## config.mk

```make
export PLATFORM = sky130hd
export DESIGN_NAME = websocket_frame_encoder
export DESIGN_NICKNAME = d
export VERILOG_FILES = /design/src/rtl/wsfe_pkg.sv /design/src/rtl/websocket_frame_encoder.sv
export SDC_FILE = /design/constraint.sdc
export NUM_CORES = 1
export LEC_CHECK = 0
export BUFFER_PORTS_ARGS = -buffer_cell sky130_fd_sc_hd__buf_4
export CORE_UTILIZATION = 40
export DETAILED_ROUTE_END_ITERATION = 8
export SETUP_SLACK_MARGIN = 0.1
export SKIP_LAST_GASP = 1
export SLEW_MARGIN = 10
export SYNTH_ARGS = -nofsm -noshare
export SYNTH_HDL_FRONTEND = slang
export SYNTH_SLANG_ARGS = --single-unit
```

## constraint.sdc

```tcl
create_clock -name clk_i -period 5.8 [get_ports clk_i]
set_clock_uncertainty 0.05 [all_clocks]
set_input_delay 1.16 -clock clk_i [delete_from_list [all_inputs] [get_ports clk_i]]
set_output_delay 1.16 -clock clk_i [all_outputs]
set_load 0.1 [all_outputs]
```

## src/rtl/wsfe_pkg.sv

```systemverilog
// Shared constants and types for the WebSocket frame encoder.
package wsfe_pkg;

  localparam int unsigned HdrMax     = 14;   // longest header: 2 + 8 + 4 key bytes
  localparam int unsigned CntW       = 4;    // holds 0..HdrMax
  localparam int unsigned PaddrW     = 3;

  localparam logic [7:0]  FinBit     = 8'h80;
  localparam logic [7:0]  MaskBit    = 8'h80;
  localparam logic [6:0]  Len16Mark  = 7'd126;
  localparam logic [6:0]  Len64Mark  = 7'd127;
  localparam logic [63:0] ShortLim   = 64'd126;
  localparam logic [31:0] KeyReset   = 32'h1234_5678;

  localparam logic [CntW-1:0] NShort = 4'd2;
  localparam logic [CntW-1:0] NMid   = 4'd4;
  localparam logic [CntW-1:0] NLong  = 4'd10;
  localparam logic [CntW-1:0] NKey   = 4'd4;

  typedef enum logic {
    REG_USE_MASK = 1'b0,
    REG_KEY      = 1'b1
  } reg_idx_e;

  typedef enum logic {
    MODE_START   = 1'b0,
    MODE_PAYLOAD = 1'b1
  } mode_e;

  typedef logic [HdrMax-1:0][7:0] hdr_buf_t;

endpackage

```

## src/rtl/websocket_frame_encoder.sv

```systemverilog
// WebSocket frame encoder: header builder, payload masking and output byte serialiser.
//
//   channel  direction  handshake                 word
//   in       sink       in_valid_i / in_stall_o   mode, opcode, payload_length, data_byte
//   out      source     out_valid_o / out_stall_i out_byte, is_header, run_last
//   cfg      APB slave  psel/penable/pwrite       use_mask @0x0, mask key @0x4
//
// A start word builds its whole header (2, 4 or 10 bytes, plus 4 key bytes when masking)
// combinationally and loads it into a shift buffer; the buffer then sends one byte per
// cycle while the output is not stalled. A payload word loads a single byte.
// The next input word is taken in the same cycle as the final byte of the current one
// leaves, so unstalled payload streams at one byte per cycle. The shift buffer sets the rate.
// Reset clears the buffer's valid state, the mask phase and the config registers.
// Output stall freezes the buffer; input stall is then raised until the last byte goes.
module websocket_frame_encoder
  import wsfe_pkg::*;
(
  input  logic                clk_i,
  input  logic                rst_ni,
  // input words
  input  logic                in_valid_i,
  output logic                in_stall_o,
  input  logic                mode_i,
  input  logic [3:0]          opcode_i,
  input  logic [63:0]         payload_length_i,
  input  logic [7:0]          data_byte_i,
  // output bytes
  output logic                out_valid_o,
  input  logic                out_stall_i,
  output logic [7:0]          out_byte_o,
  output logic                is_header_o,
  output logic                run_last_o,
  // config
  input  logic                psel,
  input  logic                penable,
  input  logic                pwrite,
  input  logic [PaddrW-1:0]   paddr,
  input  logic [31:0]         pwdata,
  output logic [31:0]         prdata,
  output logic                pready
);

  // config registers
  logic        use_mask_q;
  logic [31:0] key_q;
  logic        cfg_wr;
  reg_idx_e    cfg_idx;

  assign pready  = 1'b1;
  assign cfg_wr  = psel & penable & pwrite & pready;
  assign cfg_idx = reg_idx_e'(paddr[2]);

  always_ff @(posedge clk_i or negedge rst_ni) begin
    if (!rst_ni) begin
      use_mask_q <= 1'b0;
      key_q      <= KeyReset;
    end else if (cfg_wr) begin
      unique case (cfg_idx)
        REG_USE_MASK: use_mask_q <= pwdata[0];
        REG_KEY:      key_q      <= pwdata;
        default: ;
      endcase
    end
  end

  always_comb begin
    unique case (cfg_idx)
      REG_USE_MASK: prdata = {31'b0, use_mask_q};
      REG_KEY:      prdata = key_q;
      default:      prdata = '0;
    endcase
  end

  // output shift buffer state
  logic                out_valid_q;
  logic [CntW-1:0]     rem_q;       // bytes still to send, incl. the one on the port
  logic                is_hdr_q;
  hdr_buf_t            buf_q;
  logic [1:0]          phase_q;

  logic take, last, accept;

  assign last       = (rem_q == CntW'(1));
  assign take       = out_valid_q & ~out_stall_i;
  assign in_stall_o = out_valid_q & ~(take & last);
  assign accept     = in_valid_i & ~in_stall_o;

  // header build
  hdr_buf_t        hdr;
  logic [CntW-1:0] hdr_n;
  logic [7:0]      mbit;
  logic [7:0]      key_sel;
  logic [7:0]      pay_byte;
  logic [CntW-1:0] key_at;

  assign mbit = use_mask_q ? MaskBit : 8'h00;

  always_comb begin
    hdr    = '0;
    hdr[0] = FinBit | {4'b0, opcode_i};
    if (payload_length_i < ShortLim) begin
      hdr[1] = mbit | {1'b0, payload_length_i[6:0]};
      key_at = NShort;
    end else if (payload_length_i[63:16] == '0) begin
      hdr[1] = mbit | {1'b0, Len16Mark};
      hdr[2] = payload_length_i[15:8];
      hdr[3] = payload_length_i[7:0];
      key_at = NMid;
    end else begin
      hdr[1] = mbit | {1'b0, Len64Mark};
      for (int i = 0; i < 8; i++) begin
        hdr[2+i] = payload_length_i[63-8*i -: 8];
      end
      key_at = NLong;
    end
    // key bytes go into the four slots after the length; only one class is live
    if (use_mask_q) begin
      for (int k = 0; k < 4; k++) begin
        if (key_at == NShort) hdr[int'(NShort)+k] = key_q[31-8*k -: 8];
        if (key_at == NMid)   hdr[int'(NMid)+k]   = key_q[31-8*k -: 8];
        if (key_at == NLong)  hdr[int'(NLong)+k]  = key_q[31-8*k -: 8];
      end
      hdr_n = key_at + NKey;
    end else begin
      hdr_n = key_at;
    end
  end

  // payload masking: key byte 0 sits in bits 31..24
  always_comb begin
    case (phase_q)
      2'd0:    key_sel = key_q[31:24];
      2'd1:    key_sel = key_q[23:16];
      2'd2:    key_sel = key_q[15:8];
      default: key_sel = key_q[7:0];
    endcase
  end
  assign pay_byte = use_mask_q ? (data_byte_i ^ key_sel) : data_byte_i;

  // control
  always_ff @(posedge clk_i or negedge rst_ni) begin
    if (!rst_ni) begin
      out_valid_q <= 1'b0;
      rem_q       <= '0;
      phase_q     <= '0;
    end else if (accept) begin
      out_valid_q <= 1'b1;
      if (mode_e'(mode_i) == MODE_PAYLOAD) begin
        rem_q   <= CntW'(1);
        phase_q <= phase_q + 2'd1;
      end else begin
        rem_q   <= hdr_n;
        phase_q <= '0;
      end
    end else if (take) begin
      out_valid_q <= ~last;
      rem_q       <= rem_q - CntW'(1);
    end
  end

  // shift buffer for header and payload bytes, no reset
  always_ff @(posedge clk_i) begin
    if (accept) begin
      if (mode_e'(mode_i) == MODE_PAYLOAD) begin
        buf_q    <= {{(HdrMax-1){8'h00}}, pay_byte};
        is_hdr_q <= 1'b0;
      end else begin
        buf_q    <= hdr;
        is_hdr_q <= 1'b1;
      end
    end else if (take) begin
      for (int i = 0; i < int'(HdrMax) - 1; i++) begin
        buf_q[i] <= buf_q[i+1];
      end
      buf_q[HdrMax-1] <= '0;
    end
  end

  assign out_valid_o = out_valid_q;
  assign out_byte_o  = buf_q[0];
  assign is_header_o = is_hdr_q;
  assign run_last_o  = last;

endmodule

```

# --- Word level (Yosys, flattened, before mapping) ---
# Cells that the tools add are included.
classes:
  n_addsub: 3
  n_mul: 0
  div: 0
  n_lt_le_gt_ge: 1
  n_eq_ne: 6
  shifts: 0
  mux: 35
  n_bitwise: 13
  n_reduce_logical: 5
ops:
  columns: ["op", "count"]
  rows:
  - ["$mux 112", 3]
  - ["$mux 8", 15]
  - ["$mux 48", 2]
  - ["$lt 64x7->1 const B", 1]
  - ["$mux 64", 1]
  - ["$pmux 32 s2", 1]
  - ["$logic_not 48->1", 1]
  - ["$mux 32", 1]
  - ["$mux 24", 1]
  - ["$mux 4", 6]
  - ["$pmux 8 s3", 1]
  - ["$or 8x7->8", 1]
  - ["$xor 8x8->8", 1]
  - ["$and 1x1->1", 6]
  - ["$not 1->1", 5]
  - ["$add 4x3->4 const B", 1]
  - ["$eq 4x1->1 const B", 1]
  - ["$eq 4x2->1 const B", 1]
  - ["$eq 4x3->1 const B", 1]
  - ["$eq 4x4->1 const B", 1]
  - ["$reduce_and 2->1", 2]
  - ["$sub 4x1->4 const B", 1]
  - ["$mux 1", 3]
  - ["$add 2x1->2 const B", 1]
  - ["other kinds (5)", 5]
word_totals:
  reg_bits: 153
  latch_bits: 0
  mem_bits_rw: 0
  romBits: 0
  input_bits: 119
  out_inout_bits: 45
  wordCells: 83
  memories: 0

# --- Depth between registers and ports, before layout ---
logic_depth:
  ltp_word: 9
  ltp_mapped: 12
  depth_no_buf: 9

# --- Worst setup path before layout ---
# No wires, ideal clock.
synth_path:
  path_kind: "input port to flip-flop"
  start: "in out_stall_i"
  end: "reg buf_q[100] (netlist name), enable pin"
  setup_ps: 477
  arrival_ps: 3800
  required_ps: 5273
  slack_ps: 1474
  cell_stages: 2
  path_buffers: 0
  cell_sequence: "nand2b_1 -> nand2_1"
synth_between:
  elab_chain_cells: 8
synth_lines:
  columns: ["element", "line_no", "text"]
  rows:
  - ["from (decl)", "websocket_frame_encoder.sv:29", "input logic out_stall_i,"]
  - ["$not 1->1 (*)", "websocket_frame_encoder.sv:84", "assign take = out_valid_q & ~out_stall_i;"]
  - ["$and 1x1->1 (*)", "websocket_frame_encoder.sv:84", null]
  - ["$and 1x1->1", "websocket_frame_encoder.sv:85", "assign in_stall_o = out_valid_q & ~(take & last);"]
  - ["$not 1->1", "websocket_frame_encoder.sv:85", null]
  - ["$and 1x1->1", "websocket_frame_encoder.sv:85", null]
  - ["$not 1->1", "websocket_frame_encoder.sv:86", "assign accept = in_valid_i & ~in_stall_o;"]
  - ["$and 1x1->1", "websocket_frame_encoder.sv:86", null]
  - ["$reduce_bool 2->1 (no source line) (*)", null, null]
  - ["to (signal assigned)", "websocket_frame_encoder.sv:165", "buf_q <= {{(HdrMax-1){8'h00}}, pay_byte};"]
  - ["to (signal assigned)", "websocket_frame_encoder.sv:168", "buf_q <= hdr;"]
  - ["to (signal, indexed assignment)", "websocket_frame_encoder.sv:173", "buf_q[i] <= buf_q[i+1];"]
  - ["to (decl)", "websocket_frame_encoder.sv:78", "hdr_buf_t buf_q;"]
# Every way passes the cells marked *; elsewhere a longest branch is shown, timed or not.
# A chain may end at the register's enable or synchronous reset.

# --- Worst setup path in the final report ---
layout_path:
  start: "in payload_length_i[39]"
  end: "reg buf_q[18] (netlist name), data pin"
layout_between:
  elab_chain_cells: 8
  word_cells_on_any_way: 11
  cone_classes: "order compare (1); eq/ne (1); mux (8); reduce/logical (1)"
layout_lines:
  columns: ["element", "line_no", "text"]
  rows:
  - ["from (decl)", "websocket_frame_encoder.sv:25", "input logic [63:0] payload_length_i,"]
  - ["branches (longest 5 deep; another with $lt 64x7->1)", null, null]
  - ["$mux 48 (*)", "websocket_frame_encoder.sv:117", "if (use_mask_q) begin"]
  - ["$mux 112 (*)", "websocket_frame_encoder.sv:164", "if (mode_e'(mode_i) == MODE_PAYLOAD) begin"]
  - ["$mux 112 (*)", "websocket_frame_encoder.sv:163", "if (accept) begin"]
# Mark *: on every way between the ends.

==> impl_metrics.env <==
export IMPL_power_total_mw=4.39
export IMPL_yosys_most_used_dff="edfxtp_1"
export IMPL_grt_overflow_total=0
export IMPL_clockBufferDepth=2
export IMPL_synthCells=667
export IMPL_grt_usage_pct=25.5
export IMPL_synth_area_per_cell_sq_um=11.6
export IMPL_reg2reg_slack_ns=2.24
export IMPL_slowest_stage="or3_1"
export IMPL_crit_arrival_ns=3.96
export IMPL_finalSetupTns_ns=0
export IMPL_fmax_mhz=260
export IMPL_critical_path_cell_chain="buf_4, nor4_1, nand4_1, or3_1, or2_1, o21ai_0, o21ai_0"
export IMPL_post_cts_resized=0
export IMPL_critPathKind="input pin to flop"
export IMPL_syn_to_final_growth_pct=25.8
export IMPL_seqCellArea_sq_um=4410
export IMPL_clk_pin_slew_ns=0.06
export IMPL_reg2regPathDepth=10
export IMPL_ys_warn_count=0
export IMPL_ios=164
export IMPL_crit_top_cell="o21ai_0"
export IMPL_dieWidth_um=141
export IMPL_muxShareOfSynthArea_pct=5.45
export IMPL_hold_end="buf_q[18]"
export IMPL_coreArea_sq_um=18800
export IMPL_worst_slack_ns=1.96
export IMPL_irDropWorstVdd_v=0.000232
export IMPL_cts_max_level=4
export IMPL_whs_ns=0.474
export IMPL_gp_congestion=0.883
export IMPL_cts_buffers=17
export IMPL_dr_pass1_iters=8
export IMPL_fin_cells=1073
export IMPL_final_cell_area_sq_um=9760
export IMPL_worstHoldPathCells=2
export IMPL_finalHoldViolCount=0
export IMPL_drive_above_1_share_pct=32.6
export IMPL_min_path_type="flop to flop"
export IMPL_ant_nets=0
export IMPL_p_leak_nw=4.11
export IMPL_reg2reg_from="rem_q[1]"
export IMPL_antenna_found_initial=0
export IMPL_holdCritStartpoint="buf_q[26]"
export IMPL_cts_tree="built"
export IMPL_run_status="complete, no violations"
export IMPL_slowest_delay_ns=0.75
export IMPL_synthAdderAreaFrac_pct=0.968
export IMPL_end_kind="flop"
export IMPL_critical_path_top_delay_family="simple AND/OR/NAND/NOR gates"
export IMPL_rows=50
export IMPL_holdBufCountCts=0
export IMPL_die_area_sq_um=20000
export IMPL_route_detailed_drc=0
export IMPL_synth_edf_count=113
export IMPL_final_core_util_pct=51.8
export IMPL_synth_xor_area_share_pct=1.13
export IMPL_synth_area_sq_um=7760
export IMPL_synth_top_family_by_area="compound AO/OA/AOI/OAI gates"
export IMPL_synth_simple_gate_area_share_pct=13.5
export IMPL_multi_input_area_sq_um=2990
export IMPL_crit_path_start_kind="input pin"
export IMPL_grt_pass1_vias=6170
export IMPL_period_needed_ns=3.84
export IMPL_nFillCells=1694
export IMPL_maxSlewViolCount=0
export IMPL_postCtsSetupRepairBufs=0
export IMPL_rsz0062_at_grt="no"
export IMPL_vias_per_cell=5.76
export IMPL_drv_cap=0
export IMPL_place_area_sq_um=9120
export IMPL_period_share_pct=66.2
export IMPL_slew_headroom_pct=33.6
export IMPL_dp_cells=1041
export IMPL_clock_sinks=153
export IMPL_cp_max_fo=17
export IMPL_synth_seq_cells=153
export IMPL_hpwlAfterDp_um=17300
export IMPL_wl_um=24800
export IMPL_ys_seq_area_share_pct=56.9
export IMPL_dr_first_iter_drc_count=798
export IMPL_wl_per_cell_um=23.1
export IMPL_path_buf_inv=1
export IMPL_reg2reg_to="buf_q[56]"
export IMPL_worstMarginPinSlew_ns=0.995
export IMPL_clkLatencyLatePin_ns=0.42
export IMPL_grt_pass1_wl_um=37200
export IMPL_die_y_um=141
export IMPL_synth_nets=792
export IMPL_n_antenna_cell=0
export IMPL_routed_via_count=6178
export IMPL_cts_root_buffer="clkbuf_16"
export IMPL_synth_compound_area_share_pct=17.2
export IMPL_cp_required_ns=5.92
export IMPL_grt_max_degree=74
export IMPL_start_util_pct=41.2
export IMPL_final_nets=925
export IMPL_setup_viol_count_final=0
export IMPL_power_density_nw_per_um2=450
export IMPL_dp_slack_ns=1.62
export IMPL_synth_cell_types=52
export IMPL_synth_async_sr_flop_share_pct=26.1
export IMPL_portBuffers=160
[synth_stat cells, drive strengths merged, types with 10 or more instances]
| cell type | count | area [sq um] |
|---|---|---|
| a21oi | 13 | 65.1 |
| edfxtp | 113 | 3390 |
| a22o | 40 | 350 |
| a222oi | 24 | 240 |
| dfrtp | 27 | 676 |
| clkbuf | 42 | 159 |
| and3 | 27 | 174 |
| and2 | 35 | 219 |
| mux2 | 34 | 383 |
| nand2 | 81 | 312 |
| o21ai | 49 | 245 |
| inv | 24 | 90.1 |
| nor4 | 13 | 96.3 |
| a21o | 10 | 75.1 |
| nor2 | 17 | 63.8 |
| a221oi | 16 | 178 |
| dfstp | 13 | 342 |
| buf | 17 | 131 |
[state kept, by name, indices dropped and copies added (netlist names)]
register     flops
is_header_o      1
buf_q          104
use_mask_q       1
out_byte_o       8
phase_q          2
out_valid_o      1
key_q           32
rem_q            4
[worst register-to-register path: stages (launching register included)]
cell	delay, ns
dfrtp_1	0.40
inv_1	0.09
ha_1	0.17
nor4b_1	0.55
o21ai_4	0.07
buf_4	0.33
inv_1	0.38
and3_1	0.52
and3_4	0.56
a222oi_1	0.22
inv_1	0.09
[power by group]
part	total (mW)	internal (mW)	switching [mW]	leakage, nW
clock network	1.18	0.731	0.447	0.315
logic	1.36	0.462	0.902	2.22
registers	1.85	1.59	0.251	1.58
total	4.39	2.79	1.60	4.11
[logic make-up after synthesis]
kind of cell | Yosys count
xor+xnor | 10
compound gates | 175
simple gates | 201
buf+inv | 83
other cells | 1
fa+ha+maj | 6
flops | 153
mux | 38
[worst max-delay path by stage]
stage / start / to / slack, ns / depth (start not counted)
3_3_place_gp: payload_length_i[39] / buf_q[21] / 1.69 / 7
5_1_grt: out_stall_i / buf_q[58] / 1.89 / 9
2_1_floorplan: out_stall_i / buf_q[100] / 1.47 / 2
4_1_cts: out_stall_i / buf_q[58] / 2.05 / 9
6_report: payload_length_i[39] / buf_q[18] / 1.96 / 7
3_5_place_dp: out_stall_i / buf_q[58] / 1.62 / 9
[cell type report]
type | instances | area share [%]
timing repair buffer | 173 | 13.3
tap | 260 | 3.33
clock buffer | 25 | 5.86
inverter | 24 | 0.923
clock inverter | 7 | 0.718
multi-input combinational | 431 | 30.7
sequential | 153 | 45.2
[metal layers]
metal  track usage [%]  wire (um)  up-vias
li1                  -          -     2783
met1              33.6      10000     2989
met2              40.8      11800      363
met5                 0          0        -
met4              8.92        513        0
met3              6.45       2470       43
[placed cells by master (no fill, tap or decap), types with 16 or more instances in the layout]
cell type / synthesis / final
clkbuf_16: 0 / 22
a22o_1: 40 / 40
buf_4: 9 / 173
mux2_2: 34 / 34
nor2_1: 17 / 16
edfxtp_1: 113 / 113
and2_1: 35 / 35
a222oi_1: 24 / 24
nand2_1: 80 / 79
o21ai_0: 39 / 39
and3_1: 26 / 26
inv_1: 24 / 24
dfrtp_1: 27 / 27
No activity file was read; power rests on OpenSTA's default activity.
